==> config.mk <==
export PLATFORM = sky130hd
export DESIGN_NAME = lru_page_replacement_unit
export DESIGN_NICKNAME = d
export VERILOG_FILES = /design/src/rtl/core/lpr_pkg.sv /design/src/rtl/core/lpr_cell.sv /design/src/rtl/core/lru_page_replacement_unit.sv
export SDC_FILE = /design/constraint.sdc
export NUM_CORES = 1
export LEC_CHECK = 0
export ABC_AREA = 1
export BUFFER_PORTS_ARGS = -buffer_cell sky130_fd_sc_hd__buf_4
export CAP_MARGIN = 20
export CORE_MARGIN = 5
export CORE_UTILIZATION = 40
export DETAILED_ROUTE_END_ITERATION = 7
export PLACE_DENSITY_LB_ADDON = 0.08
export SKIP_LAST_GASP = 1
export SLEW_MARGIN = 5
export SYNTH_ARGS = -nofsm -noshare
export SYNTH_HDL_FRONTEND = slang
export SYNTH_SLANG_ARGS = --single-unit
export TNS_END_PERCENT = 30
==> constraint.sdc <==
create_clock -name clk -period 3.74 [get_ports clk]
set_clock_uncertainty 0.2 [all_clocks]
set_input_delay 0.935 -clock clk [delete_from_list [all_inputs] [get_ports clk]]
set_output_delay 0.935 -clock clk [all_outputs]
set_load 0.01 [all_outputs]
==> src/rtl/core/lpr_pkg.sv <==
// Shared constants, state codes and control types for the LRU page replacement unit.
package lpr_pkg;

    localparam int FRAMES_DEF    = 4;
    localparam int PAGE_BITS_DEF = 20;
    localparam int RANK_BITS     = 6;
    // A frame entering the set counts as rank FRAMES, which needs one more bit.
    localparam int OLD_W         = RANK_BITS + 1;
    localparam int FRAME_FIELD_W = 6;
    localparam int FAULT_W       = 32;
    localparam int TUSER_W       = 2;

    typedef enum logic [0:0] {
        ST_IDLE,
        ST_UPDATE
    } state_t;

    // Broadcast from the top level to every cell.
    typedef struct packed {
        logic capture;   // lookup result is latched into the cells
        logic update;    // selected frame moves to most recent
        logic hit;       // some valid frame matches the incoming page
        logic full;      // every frame holds a page
    } ctrl_t;

endpackage

==> src/rtl/core/lpr_cell.sv <==
// One page frame of the replacement chain: page, valid mark, recency rank.
module lpr_cell #(
    parameter int PAGE_BITS = lpr_pkg::PAGE_BITS_DEF,
    parameter int FRAMES    = lpr_pkg::FRAMES_DEF,
    parameter int IDX_W     = 2,
    parameter int IDX       = 0
) (
    input  logic                       clk,
    input  logic                       rst_n,
    input  lpr_pkg::ctrl_t             ctrl,
    input  logic [PAGE_BITS-1:0]       req_page,
    input  logic [PAGE_BITS-1:0]       wr_page,
    input  logic [lpr_pkg::OLD_W-1:0]  old_rank,
    input  logic                       prev_valid,
    output logic                       valid,
    output logic                       match,
    output logic                       sel,
    input  logic [lpr_pkg::OLD_W-1:0]  bus_rank_in,
    input  logic [IDX_W-1:0]           bus_idx_in,
    input  logic [PAGE_BITS-1:0]       bus_page_in,
    output logic [lpr_pkg::OLD_W-1:0]  bus_rank_out,
    output logic [IDX_W-1:0]           bus_idx_out,
    output logic [PAGE_BITS-1:0]       bus_page_out
);

    localparam logic [IDX_W-1:0] MY_IDX = IDX_W'(IDX);
    localparam logic [lpr_pkg::RANK_BITS-1:0] LRU_RANK = lpr_pkg::RANK_BITS'(FRAMES - 1);
    localparam logic [lpr_pkg::OLD_W-1:0] ENTRY_RANK = lpr_pkg::OLD_W'(FRAMES);

    logic [PAGE_BITS-1:0]          page_reg;
    logic                          valid_reg, valid_next;
    logic [lpr_pkg::RANK_BITS-1:0] rank_reg, rank_next;
    logic                          sel_reg, sel_next;
    logic                          empty_first;
    logic                          victim;
    logic [lpr_pkg::OLD_W-1:0]     my_old;

    // Frames fill from the lowest index, so the first empty one follows a valid one.
    assign empty_first = !valid_reg && prev_valid;
    assign victim      = valid_reg && (rank_reg == LRU_RANK);
    assign match       = valid_reg && (page_reg == req_page);
    assign my_old      = valid_reg ? {1'b0, rank_reg} : ENTRY_RANK;

    always_comb
    begin
        sel_next = sel_reg;
        if (ctrl.capture)
        begin
            sel_next = ctrl.hit ? match : (ctrl.full ? victim : empty_first);
        end
    end

    always_comb
    begin
        valid_next = valid_reg;
        rank_next  = rank_reg;
        if (ctrl.update)
        begin
            if (sel_reg)
            begin
                valid_next = 1'b1;
                rank_next  = '0;
            end
            else if (valid_reg && ({1'b0, rank_reg} < old_rank))
            begin
                rank_next = rank_reg + 1'b1;
            end
        end
    end

    always_ff @(posedge clk or negedge rst_n)
    begin
        if (!rst_n)
        begin
            valid_reg <= 1'b0;
            rank_reg  <= '0;
            sel_reg   <= 1'b0;
        end
        else
        begin
            valid_reg <= valid_next;
            rank_reg  <= rank_next;
            sel_reg   <= sel_next;
        end
    end

    // On a hit the page written equals the one held.
    always_ff @(posedge clk)
    begin
        if (ctrl.update && sel_reg)
        begin
            page_reg <= wr_page;
        end
    end

    assign valid = valid_reg;
    assign sel   = sel_reg;

    // Merge this frame's data into the chain bus when it is the selected one.
    assign bus_rank_out = bus_rank_in | (sel_reg ? my_old : '0);
    assign bus_idx_out  = bus_idx_in  | (sel_reg ? MY_IDX : '0);
    assign bus_page_out = bus_page_in | (sel_reg ? page_reg : '0);

endmodule

==> src/rtl/core/lru_page_replacement_unit.sv <==
// Top level of the LRU page replacement unit: cell chain, sequencer and result register.
//
//  channel | dir | fields (tdata / tuser, lowest bit first)
//  --------+-----+------------------------------------------------------------------
//  s_      | in  | tdata: page
//  m_      | out | tdata: frame, evicted_page, fault_count; tuser: hit, evicted_valid
//
// A request is taken in the idle state: the accepting edge compares the page against every
// cell at once and latches the chosen frame in its cell; the update state walks the chain
// bus for the chosen frame's rank, index and old page, ages the younger frames and
// loads the result register. The chain bus through the FRAMES cells sets the update
// state's path. Reset empties every frame and clears the fault count; no clearing pass.
// A result waiting on m_tready holds the update cycle; the unit then takes no request.
module lru_page_replacement_unit #(
    parameter int FRAMES    = lpr_pkg::FRAMES_DEF,
    parameter int PAGE_BITS = lpr_pkg::PAGE_BITS_DEF,
    localparam int IDX_W    = (FRAMES > 1) ? $clog2(FRAMES) : 1,
    localparam int S_W      = ((PAGE_BITS + 7) / 8) * 8,
    localparam int O_RAW    = lpr_pkg::FRAME_FIELD_W + PAGE_BITS + lpr_pkg::FAULT_W,
    localparam int M_W      = ((O_RAW + 7) / 8) * 8
) (
    input  logic                        clk,
    input  logic                        rst_n,
    input  logic                        s_tvalid,
    output logic                        s_tready,
    input  logic [S_W-1:0]              s_tdata,   // page
    output logic                        m_tvalid,
    input  logic                        m_tready,
    output logic [M_W-1:0]              m_tdata,   // frame, evicted_page, fault_count
    output logic [lpr_pkg::TUSER_W-1:0] m_tuser    // hit, evicted_valid
);

    localparam logic [lpr_pkg::FAULT_W-1:0] FAULT_MAX = '1;

    lpr_pkg::state_t state_reg, state_next;
    lpr_pkg::ctrl_t  ctrl;

    logic capture;
    logic upd;

    logic [PAGE_BITS-1:0]         page_reg;
    logic                         hit_reg;
    logic                         evict_reg;
    logic [lpr_pkg::FAULT_W-1:0]  faults_reg, faults_next;

    logic                         m_tvalid_reg, m_tvalid_next;
    logic [M_W-1:0]               m_tdata_reg;
    logic [lpr_pkg::TUSER_W-1:0]  m_tuser_reg;

    logic [FRAMES-1:0] valid_v;
    logic [FRAMES-1:0] match_v;
    logic [FRAMES-1:0] sel_v;
    logic [FRAMES:0]   prev_v;

    logic [lpr_pkg::OLD_W-1:0] bus_rank [FRAMES+1];
    logic [IDX_W-1:0]          bus_idx  [FRAMES+1];
    logic [PAGE_BITS-1:0]      bus_page [FRAMES+1];

    logic match_any;
    logic full;

    assign match_any = |match_v;
    assign full      = valid_v[FRAMES-1];
    assign capture   = s_tvalid && s_tready;

    assign ctrl.capture = capture;
    assign ctrl.update  = upd;
    assign ctrl.hit     = match_any;
    assign ctrl.full    = full;

    // Chain: cell 0 sees a valid left neighbor so it is the first empty frame after reset.
    assign prev_v[0]   = 1'b1;
    assign bus_rank[0] = '0;
    assign bus_idx[0]  = '0;
    assign bus_page[0] = '0;

    for (genvar i = 0; i < FRAMES; i++)
    begin : g_cell
        lpr_cell #(
            .PAGE_BITS (PAGE_BITS),
            .FRAMES    (FRAMES),
            .IDX_W     (IDX_W),
            .IDX       (i)
        ) u_cell (
            .clk          (clk),
            .rst_n        (rst_n),
            .ctrl         (ctrl),
            .req_page     (s_tdata[PAGE_BITS-1:0]),
            .wr_page      (page_reg),
            .old_rank     (bus_rank[FRAMES]),
            .prev_valid   (prev_v[i]),
            .valid        (valid_v[i]),
            .match        (match_v[i]),
            .sel          (sel_v[i]),
            .bus_rank_in  (bus_rank[i]),
            .bus_idx_in   (bus_idx[i]),
            .bus_page_in  (bus_page[i]),
            .bus_rank_out (bus_rank[i+1]),
            .bus_idx_out  (bus_idx[i+1]),
            .bus_page_out (bus_page[i+1])
        );
        assign prev_v[i+1] = valid_v[i];
    end

    // Next state.
    always_comb
    begin
        state_next = state_reg;
        unique case (state_reg)
            lpr_pkg::ST_IDLE:
            begin
                if (capture)
                begin
                    state_next = lpr_pkg::ST_UPDATE;
                end
            end
            lpr_pkg::ST_UPDATE:
            begin
                if (upd)
                begin
                    state_next = lpr_pkg::ST_IDLE;
                end
            end
            default:
            begin
                state_next = lpr_pkg::ST_IDLE;
            end
        endcase
    end

    // Sequencer outputs: take a request only when idle, finish only into a free result slot.
    always_comb
    begin
        s_tready = 1'b0;
        upd      = 1'b0;
        unique case (state_reg)
            lpr_pkg::ST_IDLE:
            begin
                s_tready = 1'b1;
            end
            lpr_pkg::ST_UPDATE:
            begin
                upd = !m_tvalid_reg || m_tready;
            end
            default:
            begin
                s_tready = 1'b0;
                upd      = 1'b0;
            end
        endcase
    end

    // Count the fault at lookup time; saturate at all ones.
    always_comb
    begin
        faults_next = faults_reg;
        if (capture && !match_any && (faults_reg != FAULT_MAX))
        begin
            faults_next = faults_reg + 1'b1;
        end
    end

    always_comb
    begin
        m_tvalid_next = m_tvalid_reg;
        if (upd)
        begin
            m_tvalid_next = 1'b1;
        end
        else if (m_tready)
        begin
            m_tvalid_next = 1'b0;
        end
    end

    always_ff @(posedge clk or negedge rst_n)
    begin
        if (!rst_n)
        begin
            state_reg    <= lpr_pkg::ST_IDLE;
            faults_reg   <= '0;
            m_tvalid_reg <= 1'b0;
        end
        else
        begin
            state_reg    <= state_next;
            faults_reg   <= faults_next;
            m_tvalid_reg <= m_tvalid_next;
        end
    end

    // Hold the request and its lookup outcome for the update cycle.
    always_ff @(posedge clk)
    begin
        if (capture)
        begin
            page_reg  <= s_tdata[PAGE_BITS-1:0];
            hit_reg   <= match_any;
            evict_reg <= !match_any && full;
        end
    end

    // Load the result from the chain bus; the evicted page is zero unless a page left.
    always_ff @(posedge clk)
    begin
        if (upd)
        begin
            m_tdata_reg <= M_W'({faults_reg,
                                 (evict_reg ? bus_page[FRAMES] : {PAGE_BITS{1'b0}}),
                                 lpr_pkg::FRAME_FIELD_W'(bus_idx[FRAMES])});
            m_tuser_reg <= {evict_reg, hit_reg};
        end
    end

    assign m_tvalid = m_tvalid_reg;
    assign m_tdata  = m_tdata_reg;
    assign m_tuser  = m_tuser_reg;

    // Exactly one frame is chosen whenever the update cycle runs.
    a_one_sel: assert property (@(posedge clk) disable iff (!rst_n)
        (state_reg == lpr_pkg::ST_UPDATE) |-> $onehot(sel_v))
        else $error("update cycle without exactly one selected frame");

    // A page sits in at most one valid frame.
    a_unique_page: assert property (@(posedge clk) disable iff (!rst_n)
        $onehot0(match_v))
        else $error("page resident in more than one frame");

    // The fault count never goes backward.
    a_faults_mono: assert property (@(posedge clk) disable iff (!rst_n)
        ##1 (faults_reg >= $past(faults_reg)))
        else $error("fault count decreased");

    // A finished update always returns the sequencer to idle with a result pending.
    a_upd_done: assert property (@(posedge clk) disable iff (!rst_n)
        upd |=> (state_reg == lpr_pkg::ST_IDLE) && m_tvalid_reg)
        else $error("update did not complete into the result register");

endmodule

==> impl_metrics.csv, run 1 <==
group,metric,value,unit
timing,setup_viol_count_final,0,
drt,wl,31400,um
drt,routedWlPerCell,17.4,um
die,start_util,40.2,%
timing,fmax,324,MHz
global_routing,antenna_found_initial,1,
die,dieHeight,179,um
place,gp_congestion,0.879,
synth,yosysSeqAreaShare,55.7,%
hold_path,hold_class,"flip-flop to flip-flop",
setup_path,end_kind,"flip-flop",
die,dieArea,0.0322,mm2
synth,ys_warn_count,0,
setup_path,cpPeakStageDelay,0.61,ns
die,ios,96,
clock_network,cts_root_buf,"clkbuf_16",
clock_network,clock-sinks,224,
die,die_w,179,um
hold_path,min_delay_path_depth,0,
cells_and_area,drive_above_1_share,13.5,%
clock_network,post_cts_buffers,0,
synth,synth_edf_count,158,
power,finalPower,7.48,mW
clock_network,cts_buffers,26,
cells_and_area,multi_input_area,0.00434,mm2
synth,syn-instance-count,1311,
power,irDropWorstVdd,0.000323,V
synth,synth.distinct_cells,48,
clock_network,hold_buffers,0,
cells_and_area,final_cell_mix,"nand2_1 (457), edfxtp_1 (158), inv_1 (121)",
global_routing,grt_overflow_total,0,
synth,yosys.area.top_type,"edfxtp_1",
setup_path,regToRegSetupSlack,0.66,ns
setup_path,regToRegStartpoint,"g_cell[2].u_cell.valid",
place,portBuffers,81,
power,p_per_area,560,mW/mm2
cells_and_area,layout.nets,1441,
place,hpwl,21400,um
clock_network,cts_tree,"built",
synth,async_reset_ff_share,29.5,%
hold_path,worstHoldEndpoint,"m_tuser[0]",
drt,drt_pre_antenna_iters,5,
drt,ant_nets,0,
clock_network,clkTransAtPathRegs,0.06,ns
place,dpl_cell_area,0.0125,mm2
status,outcome,"completed",
synth,synth.area.top_cells,"edfxtp_1 (41%), nand2_1 (15%), dfrtp_1 (14%)",
clock_network,h-tree-depth,1,
setup_path,r2r-end,"g_cell[3].u_cell.rank_reg[2]",
global_routing,grt_use_total,19.5,%
cells_and_area,largest_reg_flops,80,
global_routing,first_global_vias,8701,
hold_path,min_from,"hit_reg",
timing,finalSetupTns,0,ns
timing,slew_violations,0,
global_routing,grt_pass1_wl,48800,um
cells_and_area,diodes,0,
setup_path,critical-path-slowest-cell,"a221oi_1",
setup_path,path_cells,"nand2_1 -> inv_1 -> a221oi_1 -> ha_1 -> a211oi_1 -> a21boi_0 -> nand2_1 -> nand2_2 -> nand2_2 -> nand2_1 -> nand2_1",
cells_and_area,layout_commonest_cell,"nand2_1",
die,coreArea,0.0285,mm2
synth,ys_seq_elements,224,
timing,period_share,82.5,%
clock_network,cts_resized,0,
cells_and_area,finalInstanceArea,0.0134,mm2
synth,yosys_most_used_dff,"edfxtp_1",
setup_path,arrival,3.30,ns
setup_path,crit_top_cell,"nand2_1",
drt,via_count,9013,
setup_path,rr_worst_depth,11,
synth,synth.cell_area,0.0115,mm2
timing,tightest_slew,1.03,ns
timing,relSlewSlack,31.5,%
timing,hold_viol_final,0,
synth,synth_top_cell_area_share,41.3,%
timing,finalCriticalPeriod,3.08,ns
flow_run,cap_viol_max_count,0,
timing,whs,0.242,ns
clock_network,clk_path_buf_depth,3,
cells_and_area,nFillCells,2856,
setup_path,crit_type,"flip-flop to flip-flop",
setup_path,critPathLaunchType,"flip-flop",
drt,vias_per_cell,5.00,
drt,drtIter0Drc,608,
cells_and_area,area_growth,16.3,%
global_routing,grt_start_max_net_pins,67,
clock_network,clk-insertion-delay-late,0.55,ns
setup_path,crit_fanout,7,
drt,drc,0,
timing,rsz0062_at_grt,"no",
synth,syn_avg_cell_area,8.75,um2
setup_path,worst_ep_required_time,3.96,ns
power,leakagePower,6.02,nW
cells_and_area,regArea,0.00640,mm2
die,num_rows,62,
report_power, final:
part / switching [mW] / internal, mW
logic: 1.10 / 0.537
registers: 0.236 / 3.03
clock network: 1.04 / 1.55
total: 2.37 / 5.11
cells by family after synthesis:
logic type / after synthesis / share of synthesized area, %
AND/OR/NAND/NOR: 720 / 26.9
adder cells (fa/ha/maj): 13 / 1.42
XOR/XNOR: 43 / 3.28
AO/OA/AOI/OAI: 119 / 5.77
flip-flops: 224 / 55.7
buffers and inverters: 191 / 6.88
other: 1 / 0.0327
critical path: cells and delay by family, from the launching register on:
family	cells	cell delay (ns)
AO/OA/AOI/OAI	3	1.11
adder cells (fa/ha/maj)	1	0.37
buffers and inverters	1	0.08
flip-flops	1	0.52
AND/OR/NAND/NOR	6	0.68
cell type report:
class	instances	share of cell area, %
clock buffer	34	5.32
clock inverter	14	1.20
inverter	148	4.17
multi-input combinational	905	32.5
sequential	224	47.9
tap	384	3.60
timing repair buffer	95	5.34
cells in the mapped netlist, drive strengths merged, types with 2 or more instances:
cell / n
a211oi: 3
a21boi: 3
a21oi: 40
a221oi: 2
a31oi: 4
buf: 22
clkbuf: 21
clkinv: 2
dfrtp: 66
edfxtp: 158
ha: 13
inv: 146
nand2: 467
nand3: 66
nand3b: 2
nand4: 44
nor2: 117
nor3: 13
nor3b: 4
nor4: 4
o211ai: 2
o21ai: 46
o21bai: 2
o22ai: 13
or2: 3
xnor2: 18
xor2: 25
worst max-delay path by stage:
stage,to,start,depth (start not counted)
after floorplan,m_tdata[0],m_tready,5
after global placement,faults_reg[15],s_tdata[16],13
after detailed placement,faults_reg[10],s_tdata[16],13
after CTS,g_cell[3].u_cell.rank_reg[2],g_cell[2].u_cell.valid,11
after global routing,g_cell[1].u_cell.rank_reg[2],g_cell[2].u_cell.valid,11
final,g_cell[3].u_cell.rank_reg[2],g_cell[2].u_cell.valid,11
routing by layer:
metal | routed length (um) | vias to the layer above | global-route usage [%]
met2 | 14200 | 229 | 30.7
met1 | 14700 | 4253 | 28.5
li1 | - | 4483 | -
met3 | 2000 | 46 | 3.40
met5 | 20 | - | 0
met4 | 468 | 2 | 3.97
through the flow:
stage / util, % / setup slack, ns / std cells
floorplan: - / 0.0407 / 1320
global route: 46.8 / 0.405 / 1804
detailed placement: 43.7 / 0.435 / 1756
global placement: 43.7 / 0.489 / 1756
finish: 46.8 / 0.656 / 1804
CTS: 46.8 / 0.650 / 1804
Note: power is estimated with default switching activity, not from simulation.
==> run 2: changes to the inputs <==
Clock period 3.74 ns to 2.51 ns, I/O delays scaled along.
==> impl_metrics.csv, run 2 (synthesis results as in run 1) <==
group,metric,value,unit
clock_network,cts_root_buf,"clkbuf_16",
timing,hold_viol_final,0,
clock_network,clkTransAtPathRegs,0.06,ns
cells_and_area,largest_reg_flops,80,
clock_network,clk_path_buf_depth,3,
place,hpwl,22400,um
drt,via_count,9153,
cells_and_area,final_cell_mix,"nand2_1 (451), edfxtp_1 (158), buf_4 (128)",
drt,drtIter0Drc,722,
clock_network,clock-sinks,224,
power,leakagePower,6.30,nW
setup_path,critical-path-slowest-cell,"dfrtp_1",
global_routing,grt_pass1_wl,50000,um
cells_and_area,fin_cells,1848,
die,coreArea,0.0285,mm2
global_routing,grt_use_total,19.9,%
place,dp.cells,1796,
drt,routedWlPerCell,17.2,um
cells_and_area,drive_above_1_share,17.3,%
timing,rsz0062_at_grt,"yes",
die,dieArea,0.0322,mm2
clock_network,h-tree-depth,1,
setup_path,path_cells,"nand2_2 -> inv_2 -> nand2_2 -> o21ai_2 -> a221oi_2 -> buf_4 -> ha_1 -> a211oi_2 -> a21boi_2 -> nand2_1 -> nand2_2 -> buf_4 -> nand3_1 -> nand2_1",
cells_and_area,area_growth,21.0,%
timing,finalSetupTns,0,ns
die,start_util,40.2,%
timing,finalCriticalPeriod,2.42,ns
drt,drc,0,
global_routing,grt_overflow_total,0,
die,ios,96,
setup_path,crit_top_cell,"nand2_2",
drt,vias_per_cell,4.95,
clock_network,cts_buffers,26,
setup_path,crit_type,"flip-flop to flip-flop",
flow_run,cap_viol_max_count,0,
global_routing,antenna_found_initial,0,
global_routing,gr-usage-met1,29.1,%
clock_network,clk-insertion-delay-late,0.54,ns
setup_path,critPathLaunchType,"flip-flop",
die,die_w,179,um
global_routing,grt_busiest_layer,"met2",
timing,period_share,96.3,%
power,p_per_area,831,mW/mm2
setup_path,worst_ep_required_time,2.78,ns
place,gp_congestion,0.931,
die,dieHeight,179,um
cells_and_area,layout_commonest_cell,"nand2_1",
drt,drt_pre_antenna_iters,5,
cells_and_area,diodes,0,
cells_and_area,nFillCells,2786,
timing,setup_viol_count_final,0,
global_routing,grt_use_met3,3.59,%
status,outcome,"completed",
power,irDropWorstVdd,0.000525,V
place,portBuffers,81,
global_routing,grtUsageMet2,31.6,%
drt,ant_nets,0,
drt,wl,31800,um
cells_and_area,layout.nets,1485,
power,finalPower,11.5,mW
setup_path,arrival,2.69,ns
die,num_rows,62,
clock_network,cts_tree,"built",
global_routing,first_global_vias,8893,
timing,fmax,414,MHz
setup_path,crit_fanout,4,
global_routing,grt_start_max_net_pins,59,
timing,slew_violations,0,
setup_path,cpPeakStageDelay,0.39,ns
hold_path,hold_class,"primary input to flip-flop",
setup_path,end_kind,"flip-flop",
-- run 2: layout make-up --
cell class | instances | area, um2 | share of cell area, %
clock buffer | 36 | 718 | 5.17
clock inverter | 12 | 151 | 1.09
inverter | 148 | 557 | 4.01
multi-input combinational | 905 | 4420 | 31.8
sequential | 224 | 6400 | 46.1
tap | 384 | 480 | 3.46
timing repair buffer | 139 | 1160 | 8.37
-- run 2: repair_timing --
item	in CTS	in global routing
pin swaps	1	10
gates resized for setup	5	20
hold buffers	1	0
setup buffers	3	1
endpoints found under the hold margin	33	0
endpoints found under the setup margin	18	24
-- run 2: final timing paths --
path / startpoint / to / slack [ns] / cells after the start
min in group asynchronous: rst_n / g_cell[2].u_cell.valid / 0.41 / 2
hold reg to reg: hit_reg / m_tuser[0] / 0.23 / 0
max in group asynchronous: rst_n / faults_reg[14] / 1.17 / 3
setup / recovery: g_cell[0].u_cell.sel / g_cell[3].u_cell.rank_reg[3] / 0.09 / 14
setup reg to reg: g_cell[0].u_cell.sel / g_cell[3].u_cell.rank_reg[3] / 0.09 / 14
hold / removal: s_tdata[7] / page_reg[7] / 0.11 / 1
-- run 2: worst max-delay path: cells and delay by family (launching register included) --
family / cells / cell delay, ns
simple gates: 6 / 0.47
compound gates: 4 / 0.68
buf+inv: 3 / 0.36
fa+ha+maj: 1 / 0.25
flops: 1 / 0.39
-- run 2: metal layers --
layer	wire length, um	vias to the layer above	part of all wire (%)
met4	542	0	1.7
met2	14400	222	45
met5	0	-	0
li1	-	4566	-
met3	1930	48	6.1
met1	14900	4317	47
-- run 2: stage by stage --
step / area [um2] / hold WS, ns / utilization (%) / setup WS, ns
floorplan: 11500 / 0.132 / - / -0.0787
finish: 13900 / 0.111 / 48.6 / 0.0926
detailed placement: 12900 / 0.235 / 45.2 / -0.170
global route: 13900 / 0.0916 / 48.6 / -0.0545
global placement: 12900 / 0.236 / 45.2 / -0.169
CTS: 13800 / 0.0867 / 48.4 / -0.00328
-- run 2: report_power, final --
group          switching (mW)  internal [mW]  leakage, nW  total (mW)
Sequential              0.343           4.51         2.35        4.85
Clock                    1.54           2.31        0.423        3.85
Combinational            1.75           1.09         3.53        2.85
==> run 3: changes to the inputs <==
Settings changed: ABC_AREA 1 to default, REMOVE_ABC_BUFFERS from default to 1.
==> impl_metrics.csv, run 3 <==
group,metric,value,unit
status,outcome,"complete, but fails checks",
setup_path,regToRegSetupSlack,-0.41,ns
drt,drtIter0Drc,581,
place,gp_congestion,0.822,
clock_network,clk_path_buf_depth,3,
setup_path,regToRegStartpoint,"g_cell[2].u_cell.sel",
clock_network,cts_tree,"built",
synth,yosysMostFrequentCell,"edfxtp_1",
power,finalPower,14.5,mW
timing,finalCriticalPeriod,2.92,ns
drt,vias_per_cell,5.37,
place,hpwl,18200,um
setup_path,path_delay_family,"simple AND/OR/NAND/NOR gates",
timing,relSlewSlack,46.1,%
setup_path,path_cells,"and2_4 -> buf_6 -> a32oi_4 -> and3_4 -> buf_4 -> ha_4 -> and2_4 -> nand3_2 -> o211ai_1 -> nor3_2 -> buf_4 -> nor2b_4 -> nand2_1 -> o311ai_1",
clock_network,h-tree-depth,1,
cells_and_area,finalInstanceArea,0.0137,mm2
clock_network,clock-sinks,224,
hold_path,min_from,"s_tdata[15]",
timing,whs,0.132,ns
cells_and_area,diodes,0,
place,dp_slack,-0.652,ns
setup_path,path_buf_inv,3,
setup_path,arrival,3.13,ns
timing,finalSetupTns,-7.00,ns
cells_and_area,area_growth,31.3,%
die,num_rows,59,
timing,fin_ws,-0.406,ns
clock_network,cts_root_buf,"clkbuf_16",
synth,syn_avg_cell_area,12.6,um2
cells_and_area,fin_cells,1360,
timing,rsz0062_at_grt,"yes",
place,dpl_cell_area,0.0121,mm2
setup_path,cpPeakStageDelay,0.40,ns
synth,yosys_most_used_dff,"edfxtp_1",
cells_and_area,finish.utilization,53.0,%
global_routing,grt_overflow_total,0,
synth,synth.area.top_cells,"edfxtp_1 (45%), dfrtp_1 (16%), xnor2_1 (6.1%)",
synth,async_reset_ff_share,29.5,%
synth,yosysSeqAreaShare,61.2,%
clock_network,clk-insertion-delay-late,0.53,ns
timing,setup_viol_count_final,33,
clock_network,cts_buffers,27,
synth,syn-instance-count,826,
setup_path,worst_ep_required_time,2.73,ns
drt,via_count,7303,
synth,synth.cell_area,0.0104,mm2
synth,ys_warn_count,0,
power,irDropWorstVdd,0.000673,V
timing,fmax,343,MHz
global_routing,grt_pass1_wl,42800,um
timing,period_share,116,%
setup_path,r2r-end,"g_cell[0].u_cell.rank_reg[4]",
die,ios,96,
power,p_per_area,1050,mW/mm2
timing,hold_viol_final,0,
die,die_w,172,um
cells_and_area,regArea,0.00640,mm2
timing,tightest_slew,0.806,ns
setup_path,crit_fanout,4,
cells_and_area,final_cell_mix,"buf_4 (182), edfxtp_1 (158), xnor2_1 (66), dfrtp_1 (66)",
global_routing,grt_use_total,18.5,%
synth,ys_seq_elements,224,
clock_network,clkTransAtPathRegs,0.06,ns
cells_and_area,layout_commonest_cell,"buf_4",
global_routing,first_global_vias,7516,
die,dieHeight,172,um
setup_path,critPathLaunchType,"flip-flop",
synth,synth_edf_count,158,
place,dp.cells,1291,
setup_path,critical-path-slowest-cell,"dfrtp_1",
die,coreArea,0.0259,mm2
drt,drt_pre_antenna_iters,5,
power,leakagePower,5.21,nW
setup_path,end_kind,"flip-flop",
global_routing,grt_start_max_net_pins,45,
global_routing,antenna_found_initial,1,
cells_and_area,layout.nets,1046,
synth,synth_top_cell_area_share,45.4,%
cells_and_area,multi_input_area,0.00419,mm2
hold_path,min_delay_path_depth,1,
cells_and_area,nFillCells,2183,
synth,synth_commonest_cells,"edfxtp_1 (158), xnor2_1 (73), dfrtp_1 (66), nand2_1 (47), a22oi_1 (44)",
hold_path,hold_class,"primary input to flip-flop",
setup_path,crit_type,"flip-flop to flip-flop",
drt,drc,0,
setup_path,rr_worst_depth,14,
drt,routedWlPerCell,20.7,um
drt,wl,28100,um
drt,ant_nets,0,
flow_run,cap_viol_max_count,0,
place,portBuffers,81,
die,dieArea,0.0295,mm2
cells_and_area,drive_above_1_share,33.2,%
timing,slew_violations,0,
status,violations,"setup timing",
die,start_util,40.3,%
hold_path,worstHoldEndpoint,"page_reg[15]",
synth,synth.distinct_cells,75,
synth,yosys.area.top_type,"edfxtp_1",
cells_and_area,largest_reg_flops,80,
run 3: cell types whose count changed in the layout (fill, tap and decap cells not counted), sizes merged, moves of 19 or more:
| cell | change |
|---|---|
| buf | +63 |
| nand3 | -34 |
| a21oi | -36 |
| nor4 | +19 |
| inv | -121 |
| a22oi | +44 |
| nand2 | -420 |
| nor2 | -88 |
| a21boi | +19 |
| o21ai | -30 |
| xnor2 | +55 |
run 3: worst reg2reg max path: stages (launching register included):
cell      delay [ns]
dfrtp_1         0.40
and2_4          0.16
buf_6           0.12
a32oi_4         0.16
and3_4          0.28
buf_4           0.14
ha_4            0.20
and2_4          0.16
nand3_2         0.08
o211ai_1        0.09
nor3_2          0.30
buf_4           0.20
nor2b_4         0.15
nand2_1         0.07
o311ai_1        0.09
run 3: worst max-delay path by stage:
stage | startpoint | end | depth (start not counted)
finish | g_cell[2].u_cell.sel | g_cell[0].u_cell.rank_reg[4] | 14
global route | g_cell[2].u_cell.sel | g_cell[0].u_cell.rank_reg[4] | 14
detailed placement | s_tdata[19] | faults_reg[1] | 9
global placement | s_tdata[14] | faults_reg[1] | 9
CTS | g_cell[1].u_cell.valid | g_cell[1].u_cell.rank_reg[2] | 11
floorplan | m_tready | g_cell[0].u_cell.page_reg[0] | 5
run 3: final cells by class:
cell class | instances | area share [%]
Sequential cell | 224 | 46.6
Multi-Input combinational cell | 526 | 30.5
Timing Repair Buffer | 202 | 12.0
Clock buffer | 30 | 5.16
Tap cell | 335 | 3.05
Clock inverter | 19 | 1.92
Inverter | 24 | 0.657
run 3: what timing repair did:
action,in CTS,in global routing
gates cloned,1,3
setup endpoints to repair,61,62
gates resized for setup,36,71
hold buffers,1,0
setup buffers,2,13
pin swaps,17,38
hold endpoints to repair,32,0
run 3: power breakdown:
group | switching, mW | internal [mW] | total [mW]
Clock | 1.55 | 2.65 | 4.20
Sequential | 0.407 | 4.69 | 5.10
Combinational | 2.75 | 2.41 | 5.16
run 3: kinds of logic after synthesis:
| group | share of synthesized area [%] |
|---|---|
| compound gates | 9.59 |
| xor+xnor | 9.72 |
| fa+ha+maj | 1.87 |
| buf+inv | 4.04 |
| flops | 61.2 |
| mux | 0.204 |
| other cells | 0.0359 |
| simple gates | 13.3 |
run 3: metal layers:
layer | vias up | share of wire [%] | global-route usage [%] | wire length (um)
li1 | 3424 | - | - | -
met4 | 2 | 1.6 | 3.65 | 448
met5 | - | 0.046 | 0 | 13
met1 | 3679 | 44 | 25.1 | 12300
met3 | 38 | 4.5 | 2.99 | 1260
met2 | 160 | 50 | 31.7 | 14100
